**src/rtl/core/tlb_page_table_translator_unit_macros.svh**
```systemverilog
// Assertion macros used by the translator datapath.
`ifndef TLB_PAGE_TABLE_TRANSLATOR_UNIT_MACROS_SVH
`define TLB_PAGE_TABLE_TRANSLATOR_UNIT_MACROS_SVH

// Checks that the consequent holds in the same cycle as the antecedent.
`define TLBPT_ASSERT_NOW(label, ante, cons, msg) \
  label: assert property (@(posedge clk) disable iff (rst) (ante) |-> (cons)) \
    else $error(msg);

// Checks that the consequent holds in the cycle after the antecedent.
`define TLBPT_ASSERT_NEXT(label, ante, cons, msg) \
  label: assert property (@(posedge clk) disable iff (rst) (ante) |=> (cons)) \
    else $error(msg);

`endif

```
**src/rtl/core/tlbpt_pkg.sv**
```systemverilog
// Shared constants and types for the address translator.
package tlbpt_pkg;

  localparam int ADDR_W   = 16;
  localparam int PAGE_W   = 8;
  localparam int OFFSET_W = 8;
  localparam int FRAME_W  = 8;
  localparam int CNT_W    = 32;

  localparam int TLB_ENTRIES_DEF = 16;
  localparam int PAGE_COUNT_DEF  = 256;
  localparam int FRAME_BYTES_DEF = 256;

  typedef enum logic [2:0] {
    S_IDLE = 3'b001,
    S_LOOK = 3'b010,
    S_MISS = 3'b100
  } state_t;

  typedef struct packed {
    logic load;
    logic finish_hit;
    logic finish_miss;
  } cmd_t;

  typedef struct packed {
    logic hit;
    logic out_free;
  } status_t;

endpackage

```
**src/rtl/core/tlbpt_datapath.sv**
```systemverilog
// Datapath: TLB, page table, frame allocator, counters and result register.
`include "tlb_page_table_translator_unit_macros.svh"

module tlbpt_datapath #(
  parameter int TLB_ENTRIES = tlbpt_pkg::TLB_ENTRIES_DEF,
  parameter int PAGE_COUNT  = tlbpt_pkg::PAGE_COUNT_DEF,
  parameter int FRAME_BYTES = tlbpt_pkg::FRAME_BYTES_DEF
) (
  input  logic                           clk,
  input  logic                           rst,
  input  tlbpt_pkg::cmd_t                cmd,
  output tlbpt_pkg::status_t             status,
  input  logic [tlbpt_pkg::ADDR_W-1:0]   logical_address,
  output logic                           result_valid,
  input  logic                           result_stall,
  output logic [tlbpt_pkg::ADDR_W-1:0]   physical_address,
  output logic                           tlb_hit,
  output logic                           page_fault,
  output logic [tlbpt_pkg::CNT_W-1:0]    hit_total,
  output logic [tlbpt_pkg::CNT_W-1:0]    fault_total
);
  import tlbpt_pkg::*;

  localparam int TI_W     = (TLB_ENTRIES > 1) ? $clog2(TLB_ENTRIES) : 1;
  // Page numbers are eight bits wide, so no more than 256 table rows are reachable.
  localparam int PT_DEPTH = (PAGE_COUNT < (1 << PAGE_W)) ? PAGE_COUNT : (1 << PAGE_W);
  localparam int PT_W     = $clog2(PT_DEPTH);
  localparam int PROD_RAW = FRAME_W + $clog2(FRAME_BYTES + 1);
  localparam int PROD_W   = (PROD_RAW > ADDR_W) ? PROD_RAW : ADDR_W;
  localparam int REM_W    = 13;

  logic [ADDR_W-1:0]   addr_q;
  logic [PAGE_W-1:0]   page;
  logic [OFFSET_W-1:0] offset;

  logic [PAGE_W-1:0]      tlb_page  [TLB_ENTRIES];
  logic [FRAME_W-1:0]     tlb_frame [TLB_ENTRIES];
  logic [TLB_ENTRIES-1:0] tlb_valid;
  logic [TI_W-1:0]        tlb_next;

  logic [FRAME_W-1:0]  page_frame [PT_DEPTH];
  logic [PT_DEPTH-1:0] pt_valid;
  logic [FRAME_W-1:0]  pt_rdata;
  logic [PT_W-1:0]     pidx;
  logic                pt_present;

  logic [FRAME_W-1:0] next_frame;
  logic [CNT_W-1:0]   hit_counter;
  logic [CNT_W-1:0]   fault_counter;
  logic [CNT_W-1:0]   hit_counter_next;
  logic [CNT_W-1:0]   fault_counter_next;

  logic               hit;
  logic [FRAME_W-1:0] match_frame;
  logic [FRAME_W-1:0] res_frame;
  logic [PROD_W-1:0]  product;
  logic               finish;
  logic               out_full;

  // Page number modulo the table depth by restoring subtraction; the quotient is at most 15.
  function automatic logic [PT_W-1:0] page_index(input logic [PAGE_W-1:0] pg);
    logic [REM_W-1:0] rem;
    rem = REM_W'(pg);
    for (int k = 3; k >= 0; k--) begin
      if (rem >= REM_W'(PT_DEPTH << k)) begin
        rem = rem - REM_W'(PT_DEPTH << k);
      end
    end
    return rem[PT_W-1:0];
  endfunction

  assign page   = addr_q[ADDR_W-1:OFFSET_W];
  assign offset = addr_q[OFFSET_W-1:0];
  assign pidx   = page_index(page);
  assign finish = cmd.finish_hit | cmd.finish_miss;

  // Fully associative search; the lowest matching entry wins.
  always_comb begin
    hit         = 1'b0;
    match_frame = '0;
    for (int i = TLB_ENTRIES - 1; i >= 0; i--) begin
      if (tlb_valid[i] && (tlb_page[i] == page)) begin
        hit         = 1'b1;
        match_frame = tlb_frame[i];
      end
    end
  end

  assign pt_present = pt_valid[pidx];

  always_comb begin
    if (cmd.finish_hit) begin
      res_frame = match_frame;
    end else if (pt_present) begin
      res_frame = pt_rdata;
    end else begin
      res_frame = next_frame;
    end
  end

  assign product            = PROD_W'(res_frame) * PROD_W'(FRAME_BYTES) + PROD_W'(offset);
  assign hit_counter_next   = hit_counter + CNT_W'(1);
  assign fault_counter_next = fault_counter + CNT_W'(1);

  assign status.hit      = hit;
  assign status.out_free = !out_full || !result_stall;
  assign result_valid    = out_full;

  always_ff @(posedge clk) begin
    if (cmd.load) begin
      addr_q <= logical_address;
    end
  end

  // Page table memory: one write port, registered read at the current page index.
  always_ff @(posedge clk) begin
    if (cmd.finish_miss && !pt_present) begin
      page_frame[pidx] <= next_frame;
    end
    pt_rdata <= page_frame[pidx];
  end

  always_ff @(posedge clk) begin
    if (cmd.finish_miss) begin
      tlb_page[tlb_next]  <= page;
      tlb_frame[tlb_next] <= res_frame;
    end
  end

  always_ff @(posedge clk) begin
    if (rst) begin
      tlb_valid     <= '0;
      tlb_next      <= '0;
      pt_valid      <= '0;
      next_frame    <= '0;
      hit_counter   <= '0;
      fault_counter <= '0;
    end else begin
      if (cmd.finish_hit) begin
        hit_counter <= hit_counter_next;
      end
      if (cmd.finish_miss) begin
        tlb_valid[tlb_next] <= 1'b1;
        if (tlb_next == TI_W'(TLB_ENTRIES - 1)) begin
          tlb_next <= '0;
        end else begin
          tlb_next <= tlb_next + TI_W'(1);
        end
        if (!pt_present) begin
          pt_valid[pidx] <= 1'b1;
          next_frame     <= next_frame + FRAME_W'(1);
          fault_counter  <= fault_counter_next;
        end
      end
    end
  end

  always_ff @(posedge clk) begin
    if (rst) begin
      out_full <= 1'b0;
    end else if (finish) begin
      out_full <= 1'b1;
    end else if (!result_stall) begin
      out_full <= 1'b0;
    end
  end

  always_ff @(posedge clk) begin
    if (finish) begin
      physical_address <= product[ADDR_W-1:0];
      tlb_hit          <= cmd.finish_hit;
      page_fault       <= cmd.finish_miss && !pt_present;
      hit_total        <= cmd.finish_hit ? hit_counter_next : hit_counter;
      fault_total      <= (cmd.finish_miss && !pt_present) ? fault_counter_next
                                                           : fault_counter;
    end
  end

  `TLBPT_ASSERT_NOW(a_flags_exclusive, result_valid, !(tlb_hit && page_fault), "hit and fault both set")
  `TLBPT_ASSERT_NOW(a_no_overwrite, finish, !out_full || !result_stall, "result word overwritten")
  `TLBPT_ASSERT_NEXT(a_fault_count, cmd.finish_miss && !pt_present, fault_counter == $past(fault_counter) + CNT_W'(1), "fault count not advanced")
  `TLBPT_ASSERT_NEXT(a_hit_total, cmd.finish_hit, hit_total == hit_counter, "hit total disagrees with counter")
  `TLBPT_ASSERT_NEXT(a_miss_fills_tlb, cmd.finish_miss, tlb_valid[$past(tlb_next)], "miss left TLB slot empty")

endmodule

```
**src/rtl/core/tlbpt_ctrl.sv**
```systemverilog
// Controller: sequences accept, TLB search, page table access and result hand-off.
module tlbpt_ctrl (
  input  logic               clk,
  input  logic               rst,
  input  logic               addr_valid,
  output logic               addr_stall,
  input  tlbpt_pkg::status_t status,
  output tlbpt_pkg::cmd_t    cmd
);
  import tlbpt_pkg::*;

  state_t state;
  state_t state_next;

  always_ff @(posedge clk) begin
    if (rst) begin
      state <= S_IDLE;
    end else begin
      state <= state_next;
    end
  end

  always_comb begin
    state_next = state;
    cmd        = '0;
    addr_stall = (state != S_IDLE);
    case (state)
      S_IDLE: begin
        if (addr_valid) begin
          cmd.load   = 1'b1;
          state_next = S_LOOK;
        end
      end
      S_LOOK: begin
        // A hit completes here if out_free; a miss goes on to the page table read.
        if (status.hit) begin
          if (status.out_free) begin
            cmd.finish_hit = 1'b1;
            state_next     = S_IDLE;
          end
        end else begin
          state_next = S_MISS;
        end
      end
      S_MISS: begin
        if (status.out_free) begin
          cmd.finish_miss = 1'b1;
          state_next      = S_IDLE;
        end
      end
      default: begin
        state_next = S_IDLE;
      end
    endcase
  end

endmodule

```
**src/rtl/core/tlb_page_table_translator_unit.sv**
```systemverilog
// Top level of the TLB and demand paging address translator.
//
//   Channel  Handshake                    Word
//   addr     addr_valid / addr_stall      logical_address
//   result   result_valid / result_stall  physical_address, tlb_hit, page_fault,
//                                         hit_total, fault_total
//
// A TLB hit is loaded into the output register from S_LOOK and a miss from S_MISS;
// the extra state on a miss covers the registered read of the page table.
// One word is in translation at a time; the next is accepted in the cycle after
// the result is loaded into the output register, even while that result waits.
// Reset empties the TLB and the page table valid bits at once; no clearing pass.
// While result_stall holds a full output register, a finished translation waits.
module tlb_page_table_translator_unit #(
  parameter int TLB_ENTRIES = tlbpt_pkg::TLB_ENTRIES_DEF,
  parameter int PAGE_COUNT  = tlbpt_pkg::PAGE_COUNT_DEF,
  parameter int FRAME_BYTES = tlbpt_pkg::FRAME_BYTES_DEF
) (
  input  logic                         clk,
  input  logic                         rst,
  input  logic                         addr_valid,
  output logic                         addr_stall,
  input  logic [tlbpt_pkg::ADDR_W-1:0] logical_address,
  output logic                         result_valid,
  input  logic                         result_stall,
  output logic [tlbpt_pkg::ADDR_W-1:0] physical_address,
  output logic                         tlb_hit,
  output logic                         page_fault,
  output logic [tlbpt_pkg::CNT_W-1:0]  hit_total,
  output logic [tlbpt_pkg::CNT_W-1:0]  fault_total
);
  import tlbpt_pkg::*;

  cmd_t    cmd;
  status_t status;

  tlbpt_ctrl u_ctrl (
    .clk        (clk),
    .rst        (rst),
    .addr_valid (addr_valid),
    .addr_stall (addr_stall),
    .status     (status),
    .cmd        (cmd)
  );

  tlbpt_datapath #(
    .TLB_ENTRIES (TLB_ENTRIES),
    .PAGE_COUNT  (PAGE_COUNT),
    .FRAME_BYTES (FRAME_BYTES)
  ) u_datapath (
    .clk              (clk),
    .rst              (rst),
    .cmd              (cmd),
    .status           (status),
    .logical_address  (logical_address),
    .result_valid     (result_valid),
    .result_stall     (result_stall),
    .physical_address (physical_address),
    .tlb_hit          (tlb_hit),
    .page_fault       (page_fault),
    .hit_total        (hit_total),
    .fault_total      (fault_total)
  );

endmodule

```
**config.mk**
```make
export PLATFORM = sky130hd
export DESIGN_NAME = tlb_page_table_translator_unit
export DESIGN_NICKNAME = d
export VERILOG_FILES = /design/src/rtl/core/tlbpt_pkg.sv /design/src/rtl/core/tlbpt_datapath.sv /design/src/rtl/core/tlbpt_ctrl.sv /design/src/rtl/core/tlb_page_table_translator_unit.sv
export VERILOG_INCLUDE_DIRS = /design/src /design/src/rtl/core
export SDC_FILE = /design/constraint.sdc
export NUM_CORES = 2
export LEC_CHECK = 0
export ABC_AREA = 1
export BUFFER_PORTS_ARGS = -buffer_cell sky130_fd_sc_hd__buf_2
export CAP_MARGIN = 40
export CORE_MARGIN = 2
export CORE_UTILIZATION = 63
export DETAILED_ROUTE_END_ITERATION = 7
export PLACE_DENSITY = 0.79
export SLEW_MARGIN = 10
export SYNTH_ARGS = -nofsm -noshare
export SYNTH_HDL_FRONTEND = slang
export SYNTH_SLANG_ARGS = --single-unit
```
**constraint.sdc**
```tcl
create_clock -name clk -period 5.9 [get_ports clk]
set_input_delay 0.59 -clock clk [delete_from_list [all_inputs] [get_ports clk]]
set_output_delay 0.59 -clock clk [all_outputs]
set_load 0.01 [all_outputs]
```
==> out/results.txt <==
Each instance of the synthesized netlist takes up on average 13.01 µm². The smallest setup slack after layout was 0.4802 ns. The most critical setup path has its startpoint at u_datapath.addr_q[9]. STA classifies the critical path endpoint as a register. The first global-routing pass estimated 450400 µm of wire. The largest net degree at the start of global routing is 244. Buffers added to address setup during post-CTS repair amount to 0. The detailed-route vias per instance works out to 6.818.

OpenSTA, run right after detailed placement, puts the worst setup slack at 0.6861 ns. The compound-gate portion of the synthesized area is 14.88%. Along the worst path, the maximum fanout reaches 51. In this run the critical register-to-register path is launched from u_datapath.addr_q[9]. The pre-antenna-repair detailed-routing pass consisted of 8 iterations.

Hold path startpoint: addr_valid. The die is 421.6 µm wide. The slowest stage cell on the critical path was nor2_1. The tools report the maximum VDD drop as 277.5 µV. TritonCTS built the clock tree. Traced cell by cell, the critical path runs through nor2_4 > buf_4 > a22oi_1 > o221ai_1 > nand2_1 > nand4_1 > a22oi_1 > nand3_1 > nand2_1 > nand2_2 > nor2_8 > nand2_8 > inv_4 > nand2_1 > nor2_1. Source-to-sink clock delay at the later pin of the worst-skew pair: 0.93 ns. The cell area that synthesis handed to floorplanning was 0.1098 mm². Setup repair after global routing left no endpoint under its margin.

Summed over all layers, the routed wires come to 305400 µm. After Yosys synthesis, full adders, half adders and majority gates account for 0.07974% of the synthesized area. The area growth from synthesis to layout is 11.53%, and the count of nets after finishing is 8527. The run gives 16 as the hold buffer count at CTS.

The run finished with clean final reports. In this run, synthesis produced a sequential element count of 2762. Detailed placement finished with a half-perimeter wire length of 175900 µm. The DRC marker count from the first detailed-route iteration is 12880.

For the number of core rows, the log shows 153. The cell sitting at the root of the clock tree is a clkbuf_16. Subtracting the final worst setup slack from the clock period gives 5.420 ns. Multiplexer cells account for 0% of the synthesized area. Yosys mapped a number of flops with a built-in enable equal to 2402. The H-tree was split into 5 levels. The via count of the first global-routing pass came out at 71664. For the worst setup path, the data required time is 6.42 ns. Between clock sinks in the finished design, the worst skew comes to 0.05499 ns. Maximum root-to-sink buffer count: 4. Kind of path behind the tightest hold check: input pin to register.

The tools report the number of sinks handled by clock tree synthesis as 2762. The worst setup path is of the register to register kind. The count of buffers added on input and output ports is 103. Of all flip-flops after synthesis, the portion carrying an async set or reset was 0%. For the worst setup path, the data arrival time is 5.94 ns.

The die outline height came out at 421.6 µm. In the synthesized netlist the dominant register cell turns out to be edfxtp_1. In this run the power density over the cells is 324.9 mW/mm². The post-detailed-route wirelength per cell was 27.71 µm; the global routing usage summed across all routing layers was 33.59%. The cell total after placement came out at 10514. The worst setup path is launched from a register.

The count of synthesis-stage warnings from yosys is 0. Together, buffers and inverters on the worst path number 2. The logs give 0.9330 for the final weighted congestion of routability-driven global placement and 184.5 MHz for the maximum clock rate. The most numerous cell type found on the critical path is nand2_1. The non-filler instance count after layout is 11020. Once the floorplan was initialized, standard cells occupied 63.26% of the core. Pin placement for this block handled 104 I/O pins.

In this run the tightest slew margin relative to its limit is 24.15%. The via count is 75129, and the number of hold violations in the final report is 0. The total CTS buffers was 286; the overflow left after global routing was 0.

The transition time at the pin with the least slew margin was 1.138 ns. After floorplanning, the core was sized to cover 0.1736 mm². The synthesized netlist devotes 8.570% of its cell area to simple gates. The worst path uses 91.86% of the clock period. Counting every net in the synthesized netlist gives 8470.

After detailed routing, the number of remaining DRC violations is 0. Synthesis produced a netlist whose cell count is 8443. Setup violations remaining at the end of the flow were counted as 0. Of the cells placed in the final design, the portion with a size suffix greater than 1 is 9.115%. Max-cap violations in this run came to 0. After Yosys synthesis, XOR and XNOR cells account for 0.8053% of the synthesized area.

The largest single stage delay on the critical path is 0.79 ns. The worst hold-check slack came out at 0.1282 ns. The logs give 0 for the number of max-slew violations in the final report and 72.23% for the share of synthesized area occupied by flip-flops and latches. After clock tree synthesis, the clock-pin slew on the worst setup and hold paths is 0.06 ns. The reported leakage power was 41.89 nW; the die area was 0.1777 mm². The netlist uses 58 different library cells. The post-route antenna net violation count was 0; the post-cts repair resize count was 0.

Number of antenna violations at the first check in global routing: 8. Combinational family with the most area after synthesis: compound AO/OA/AOI/OAI gates. Grouping stages by cell kind, the critical path spends the most delay in simple AND/OR/NAND/NOR gates. The design draws 39.81 mW. For the summed negative setup slack over all endpoints, the log shows 0 ns.
-- state kept, by name (all words and copies together) (netlist names), 4 cells and up --
register and count:
u_datapath.fault_total 32, u_datapath.fault_counter 32, u_datapath.tlb_frame 128, u_datapath.hit_counter 32, u_datapath.tlb_page 128, u_datapath.tlb_next 4, u_datapath.addr_q 16, u_datapath.page_frame 2048
u_datapath.pt_valid 256, u_datapath.physical_address 16, u_datapath.tlb_valid 16, u_datapath.next_frame 8, u_datapath.pt_rdata 8, u_datapath.hit_total 32
-- per-stage QoR --
stage               utilization [%]  cell area, µm²
floorplan                         -          109800
global placement              64.94          112800
detailed placement            65.35          113500
CTS                           70.47          122400
global route                  70.55          122500
finish                        70.55          122500
-- power breakdown --
part / switching [mW] / internal, mW / leakage (nW)
clock: 7.22 / 10.0 / 4.27
sequential: 0.0210 / 21.0 / 27.2
combinational: 1.24 / 0.364 / 10.4
-- area by class of cell --
class                           count  area [µm²]
Clock inverter                    126        1190
Tap cell                         2325        2909
Multi-Input combinational cell   4741       26890
Clock buffer                      351        7543
Fill cell                       10802       51130
Antenna cell                        6       15.01
Sequential cell                  2762       79370
Inverter                          356        1354
Timing Repair Buffer              353        3241
-- cells in the final DEF (no fill, tap or decap), types with 53 or more instances in the layout --
| cell | Yosys | final |
|---|---|---|
| a21oi_1 | 484 | 484 |
| dfxtp_1 | 360 | 352 |
| xor2_1 | 70 | 70 |
| a21boi_0 | 208 | 208 |
| nand2_1 | 1238 | 1218 |
| edfxtp_1 | 2402 | 2402 |
| nand3_1 | 325 | 325 |
| inv_1 | 344 | 342 |
| a2111oi_0 | 61 | 56 |
| a22oi_1 | 1092 | 1092 |
| nor2_1 | 507 | 494 |
| nand4_1 | 81 | 81 |
| o21ai_0 | 182 | 182 |
| clkbuf_1 | 375 | 53 |
| clkbuf_16 | 0 | 288 |
| o21bai_1 | 129 | 129 |
| buf_4 | 9 | 159 |
| buf_2 | 153 | 104 |
| o221ai_1 | 75 | 75 |
-- worst min-delay path: cells and delay by family --
kind,cells,cell delay [ns]
compound gates,1,0.11
simple gates,2,0.17
buf+inv,1,0.11
-- logic make-up after synthesis --
group                    count (synthesis)
AO/OA/AOI/OAI                         2366
AND/OR/NAND/NOR                       2267
XOR/XNOR                               101
flip-flops                            2762
buffers and inverters                  940
adder cells (fa/ha/maj)                  7
-- cell usage after synthesis (8+ instances only) --
cell       instances  area [µm²]
edfxtp_1        2402       72130
nand2_1         1238        4647
a22oi_1         1092        8198
nor2_1           507        1903
a21oi_1          484        2422
clkbuf_1         375        1408
dfxtp_1          360        7207
inv_1            344        1291
nand3_1          325        1627
a21boi_0         208        1562
o21ai_0          182       910.9
buf_2            153       765.7
o21bai_1         129       968.4
nand4_1           81       506.7
o221ai_1          75       656.9
xor2_1            70       613.1
a2111oi_0         61       534.3
nor3_1            45       225.2
buf_1             44       165.2
xnor2_1           31       271.5
nor4_1            23       143.9
o22ai_1           22       137.6
or2_2             21       131.4
o41ai_1           20       175.2
o211ai_1          18       135.1
a22o_1            17       148.9
a2111o_1          11       123.9
a211oi_1          11       82.58
buf_4              9       67.56
clkinv_1           8       30.03
-- final timing paths --
kind / end / slack, ns / depth (start not counted)
setup / recovery: u_datapath.page_frame[134][3] / 0.48 / 15
hold reg to reg: u_datapath.physical_address[4] / 0.42 / 0
setup reg to reg: u_datapath.page_frame[134][3] / 0.48 / 15
hold / removal: u_ctrl.state[0] / 0.13 / 4
-- metal layers --
metal	GRT usage (%)	wire length, µm	vias up
met4	18.19	18820	6
met5	0	36	-
met3	8.389	41240	1135
li1	-	-	31861
met1	44.75	106100	36128
met2	51.32	139200	5999
Power figures use the tool's default switching activity.
